`config.mk`:
```
export PLATFORM = sky130hd
export DESIGN_NAME = atmpm_track
export DESIGN_NICKNAME = d
export VERILOG_FILES = /design/src/hdl/atmpm_pkg.sv /design/src/hdl/atmpm_track.sv
export SDC_FILE = /design/constraint.sdc
export NUM_CORES = 2
export LEC_CHECK = 0
export BUFFER_PORTS_ARGS = -buffer_cell sky130_fd_sc_hd__buf_4
export CAP_MARGIN = 10
export CORE_MARGIN = 3
export CORE_UTILIZATION = 30
export CTS_BUF_LIST = sky130_fd_sc_hd__clkbuf_4 sky130_fd_sc_hd__clkbuf_8
export DETAILED_ROUTE_END_ITERATION = 6
export PLACE_DENSITY_LB_ADDON = 0.08
export SYNTH_ARGS = -nofsm -noshare
export SYNTH_HDL_FRONTEND = slang
export SYNTH_SLANG_ARGS = --single-unit
export TNS_END_PERCENT = 5
```
`constraint.sdc`:
```
create_clock -name clk -period 15.69 [get_ports clk]
set_input_delay 2.3535 -clock clk [delete_from_list [all_inputs] [get_ports clk]]
set_output_delay 2.3535 -clock clk [all_outputs]
set_load 0.01 [all_outputs]
```
`src/hdl/atmpm_pkg.sv`:
```
// Shared constants, register indexes and types for the four-track mixer and peak meter.
// Used by every module of the block; depends on nothing.
package atmpm_pkg;

  localparam int NUM_TRACKS  = 4;
  localparam int SAMPLE_BITS = 16;
  localparam int LEVEL_BITS  = SAMPLE_BITS - 1;
  localparam int GAIN_BITS   = 16;
  localparam int GAIN_FRAC   = 14;
  localparam int PROD_W      = 2 * SAMPLE_BITS;
  localparam int SUM_W       = PROD_W + $clog2(NUM_TRACKS);
  localparam int CFG_IDX_W   = 3;

  localparam logic [GAIN_BITS-1:0]  GAIN_MAX   = GAIN_BITS'(32768);
  localparam logic [GAIN_BITS-1:0]  GAIN_UNITY = GAIN_BITS'(16384);
  localparam int                    GAIN_HALF  = 8192;
  localparam logic [15:0]           DECAY_MUL  = 16'd57672;
  localparam logic [LEVEL_BITS-1:0] LEVEL_FULL = {LEVEL_BITS{1'b1}};

  typedef enum logic [CFG_IDX_W-1:0] {
    REG_GAIN0 = 3'd0,
    REG_GAIN1 = 3'd1,
    REG_GAIN2 = 3'd2,
    REG_GAIN3 = 3'd3,
    REG_MUTE  = 3'd4
  } cfg_reg_t;

  typedef struct packed {
    logic adv;
    logic last;
    logic present;
    logic mute;
  } trk_ctl_t;

endpackage

```
`src/hdl/atmpm_track.sv`:
```
// One track lane: gained product for the mix, running raw peak and held meter level.
// Depends on atmpm_pkg.
module atmpm_track import atmpm_pkg::*; (
  input  logic                          clk,
  input  logic                          rst_n,
  input  trk_ctl_t                      ctl,
  input  logic [GAIN_BITS-1:0]          gain,
  input  logic signed [SAMPLE_BITS-1:0] sample,
  output logic signed [PROD_W-1:0]      prod_r,
  output logic [LEVEL_BITS-1:0]         level_r
);

  logic [GAIN_BITS-1:0]            gain_eff;
  logic [SAMPLE_BITS-1:0]          abs_v;
  logic [SAMPLE_BITS-1:0]          raw_r;
  logic [SAMPLE_BITS-1:0]          raw_nxt;
  logic [LEVEL_BITS-1:0]           held_r;
  logic [LEVEL_BITS-1:0]           held_upd;
  logic signed [SAMPLE_BITS:0]     s_x;
  logic signed [GAIN_BITS:0]       g_x;
  logic signed [SAMPLE_BITS+GAIN_BITS+1:0] p_full;
  logic signed [PROD_W-1:0]        prod_nxt;
  logic [SAMPLE_BITS+GAIN_BITS-1:0] t_prod;
  logic [SAMPLE_BITS+GAIN_BITS:0]  t_round;
  logic [SAMPLE_BITS+GAIN_BITS-GAIN_FRAC:0] t_shift;
  logic [LEVEL_BITS-1:0]           target;
  logic [LEVEL_BITS+15:0]          d_prod;
  logic [LEVEL_BITS-1:0]           decayed;

  always_comb begin
    gain_eff = (gain > GAIN_MAX) ? GAIN_MAX : gain;
    abs_v    = sample[SAMPLE_BITS-1] ? (~sample + 1'b1) : sample;
    raw_nxt  = (ctl.present && (abs_v > raw_r)) ? abs_v : raw_r;

    s_x      = {sample[SAMPLE_BITS-1], sample};
    g_x      = {1'b0, gain_eff};
    p_full   = s_x * g_x;
    prod_nxt = (ctl.present && !ctl.mute) ? p_full[PROD_W-1:0] : '0;

    t_prod   = raw_nxt * gain_eff;
    t_round  = {1'b0, t_prod} + (SAMPLE_BITS+GAIN_BITS+1)'(GAIN_HALF);
    t_shift  = t_round[SAMPLE_BITS+GAIN_BITS:GAIN_FRAC];
    if (ctl.mute) begin
      target = '0;
    end else if (t_shift > {{(SAMPLE_BITS+GAIN_BITS-GAIN_FRAC+1-LEVEL_BITS){1'b0}}, LEVEL_FULL})
    begin
      target = LEVEL_FULL;
    end else begin
      target = t_shift[LEVEL_BITS-1:0];
    end

    d_prod   = held_r * DECAY_MUL;
    decayed  = d_prod[LEVEL_BITS+15:16];
    held_upd = (target >= held_r) ? target : decayed;
  end

  always_ff @(posedge clk) begin
    if (!rst_n) begin
      raw_r  <= '0;
      held_r <= '0;
    end else if (ctl.adv) begin
      if (ctl.last) begin
        raw_r  <= '0;
        held_r <= held_upd;
      end else begin
        raw_r  <= raw_nxt;
      end
    end
  end

  always_ff @(posedge clk) begin
    if (ctl.adv) begin
      prod_r  <= prod_nxt;
      level_r <= ctl.last ? held_upd : '0;
    end
  end

endmodule

```
==> run_results.csv <==
group,metric,value,unit
outcome,status,"completed",
yosys,yosysTopAreaCell,"fa_1",
clock_tree,cts.sinks,78,
finish,num-nets-final,3677,
sta,fin_crit_sh,93.2,%
setup_path,required,15.95,ns
yosys,syn_area,24600,um^2
sta,clock.fmax,68.4,MHz
clock_tree,cts_inserted_buffers,9,
floorplanning,die-area,85400,um^2
setup_path,reg2reg_slack,4.43,ns
clock_tree,htree_num_levels,3,
sta,slew_viol_final,0,
yosys,seq_area_frac_synth,8.27,%
clock_tree,ctsResizeCount,0,
placement,hpwl,66800,um
setup_path,cp_common_cell,"fa_1",
yosys,synth_edf_count,47,
yosys,syn_inst,2829,
setup_path,rr_worst_depth,42,
floorplanning,rows,104,
floorplanning,initial_core_util,30.4,%
floorplanning,io_pins,85,
grt,grt_pass1_wl,128000,um
sta,rsz0062_at_grt,"false",
setup_path,slowest_delay,0.54,ns
grt,grt_max_degree,49,
finish,area_delta_synth_final,8.71,%
setup_path,crit_start,"sample[1]",
yosys,synthTopCellsByArea,"fa_1 35%, ha_1 18%, inv_1 8.8%",
clock_tree,clkLatencyLatePin,0.46,ns
detailed_routing,antenna_left,0,
grt,grt_pass1_vias,20900,
setup_path,crit_end,"level_r[2]",
power,vdd_drop_max,83.9,uV
run,cap_violations,0,
clock_tree,hold_buffers,0,
setup_path,critPathBufInv,10,
finish,layout.filler_cells,8640,
detailed_routing,routed_wl,81600,um
setup_path,cp.arrival,14.88,ns
sta,finalCriticalPeriod,14.62,ns
floorplanning,fp.coreArea,80800,um^2
finish,mostFrequentLayoutCell,"inv_1",
finish,regArea,2030,um^2
yosys,synth_warnings,0,
setup_path,rr_startpoint,"raw_r[13]",
floorplanning,die_height,292,um
finish,drive_above_1_share,6.51,%
detailed_routing,vias,19300,
setup_path,path_delay_family,"compound AO/OA/AOI/OAI gates",
yosys,ys_types,83,
floorplanning,die_w,292,um
sta,finalHoldViolations,0,
setup_path,path_class,"input port to flip-flop",
clock_tree,clock_path_buffers,2,
detailed_routing,drc,0,
detailed_routing,wl_per_cell,20.8,um
detailed_routing,via_per_inst,4.93,
yosys,synth_seq_cells,78,
yosys,synthArstFlopShare,0,%
detailed_routing,firstDrtPassIters,5,
sta,tightest_slew,1.16,ns
min_path,holdPathStages,2,
detailed_routing,drt_iter0_drc,981,
sta,tns,0,ns
yosys,synth.top_cell.area_share,34.9,%
sta,worst_hold_slack,0.592,ns
grt,antenna_found_initial,2,
finish,multi_input_area,19900,um^2
clock_tree,cts_tree,"yes",
sta,setup_viol,0,
setup_path,cp-start-kind,"input port",
placement,io_buffers,84,
setup_path,cp_max_fo,47,
yosys,synth.avg_cell_area,8.69,um^2
clock_tree,clk_pin_slew,0.10,ns
setup_path,reg2reg_to,"level_r[2]",
grt,globalRouteOverflowTotal,0,
power,power_density,119,nW/um^2
grt,grt_usage,19.7,%
sta,clock-skew-final,0.0249,ns
setup_path,cp-end-kind,"flip-flop",
min_path,hp-class,"flip-flop to flip-flop",
power,p_leak,13.6,nW
placement,gp_congestion,0.855,
setup_path,critical-path-slowest-cell,"fa_1",
sta,slew_headroom,22.9,%
yosys,synthFlopType,"edfxtp_1",
clock_tree,postCtsSetupRepairBufs,0,
yosys,syn_nets,3653,
clock_tree,cts_root_buf,"clkbuf_8",
finish,final_cell_mix,"575 x inv_1, 428 x fa_1, 359 x nand2_1",
setup_path,cp.depth,50,
registers in the layout (all words and copies together), names as in the netlist:
signal   flops
raw_r       16
level_r     15
prod_r      32
held_r      15
cell usage after synthesis, types with 21 or more instances:
cell	number
nor2b_1	21
and3_1	34
dfxtp_1	31
and2_1	87
edfxtp_1	47
nand2_1	359
ha_1	358
xnor2_1	39
a21o_1	48
fa_1	428
o21ai_0	49
nor2_1	239
inv_1	575
o22ai_1	25
xor2_1	30
clkbuf_1	111
a21oi_1	84
power breakdown:
group | internal (mW) | total (mW) | switching (mW)
Clock | 0.0908 | 0.211 | 0.120
Sequential | 0.289 | 0.334 | 0.0445
Combinational | 1.04 | 2.64 | 1.60
kinds of logic after synthesis:
kind of cell,share of synthesized area (%)
and+or+nand+nor,15.4
adders and majority gates,53.1
buffers and inverters,10.8
AOI/OAI and AO/OA,9.78
DFF,8.27
xor gates and xnor gates,2.46
muxes,0.173
layout make-up:
type | instances | share of cell area [%]
clock buffers | 9 | 0.464
repair buffers | 135 | 3.84
flip-flops and latches | 78 | 7.61
inverters | 579 | 8.14
multi-input cells | 2050 | 74.6
clock inverters | 7 | 0.365
well taps | 1060 | 4.96
diodes | 1 | 0.00937
worst min-delay path, delay by kind of cell (launching register included):
kind	cells	cell delay, ns
AOI/OAI and AO/OA	1	0.06
and+or+nand+nor	1	0.10
DFF	1	0.40
routing by layer:
metal  up-vias  part of all wire, %  track usage, %
met5         -                0.013               0
met4         2                  2.9            5.50
met3       101                  3.5            2.13
met2       412                   48            33.9
met1      9848                   45            26.2
li1       8952                    -               -
stage by stage:
step | instances | util (%) | power [mW] | worst slack [ns] | area (um^2)
floorplan | 2829 | - | 2.19 | 0.695 | 24600
detailed placement | 3902 | 32.8 | 3.00 | 0.657 | 26500
global route | 3919 | 33.1 | 3.57 | 0.186 | 26700
finish | 3919 | 33.1 | 3.19 | 1.07 | 26700
global placement | 3902 | 32.8 | 3.00 | 0.854 | 26500
CTS | 3918 | 33.1 | 3.24 | 1.07 | 26700
worst min-delay path by stage:
stage | endpoint | start | slack [ns]
floorplan | raw_r[13] | raw_r[13] | 0.46
global placement | raw_r[13] | raw_r[13] | 0.55
detailed placement | raw_r[13] | raw_r[13] | 0.57
CTS | raw_r[13] | raw_r[13] | 0.58
global route | raw_r[13] | raw_r[13] | 0.62
finish | raw_r[13] | raw_r[13] | 0.59
No activity file was read; power rests on OpenSTA's default activity.
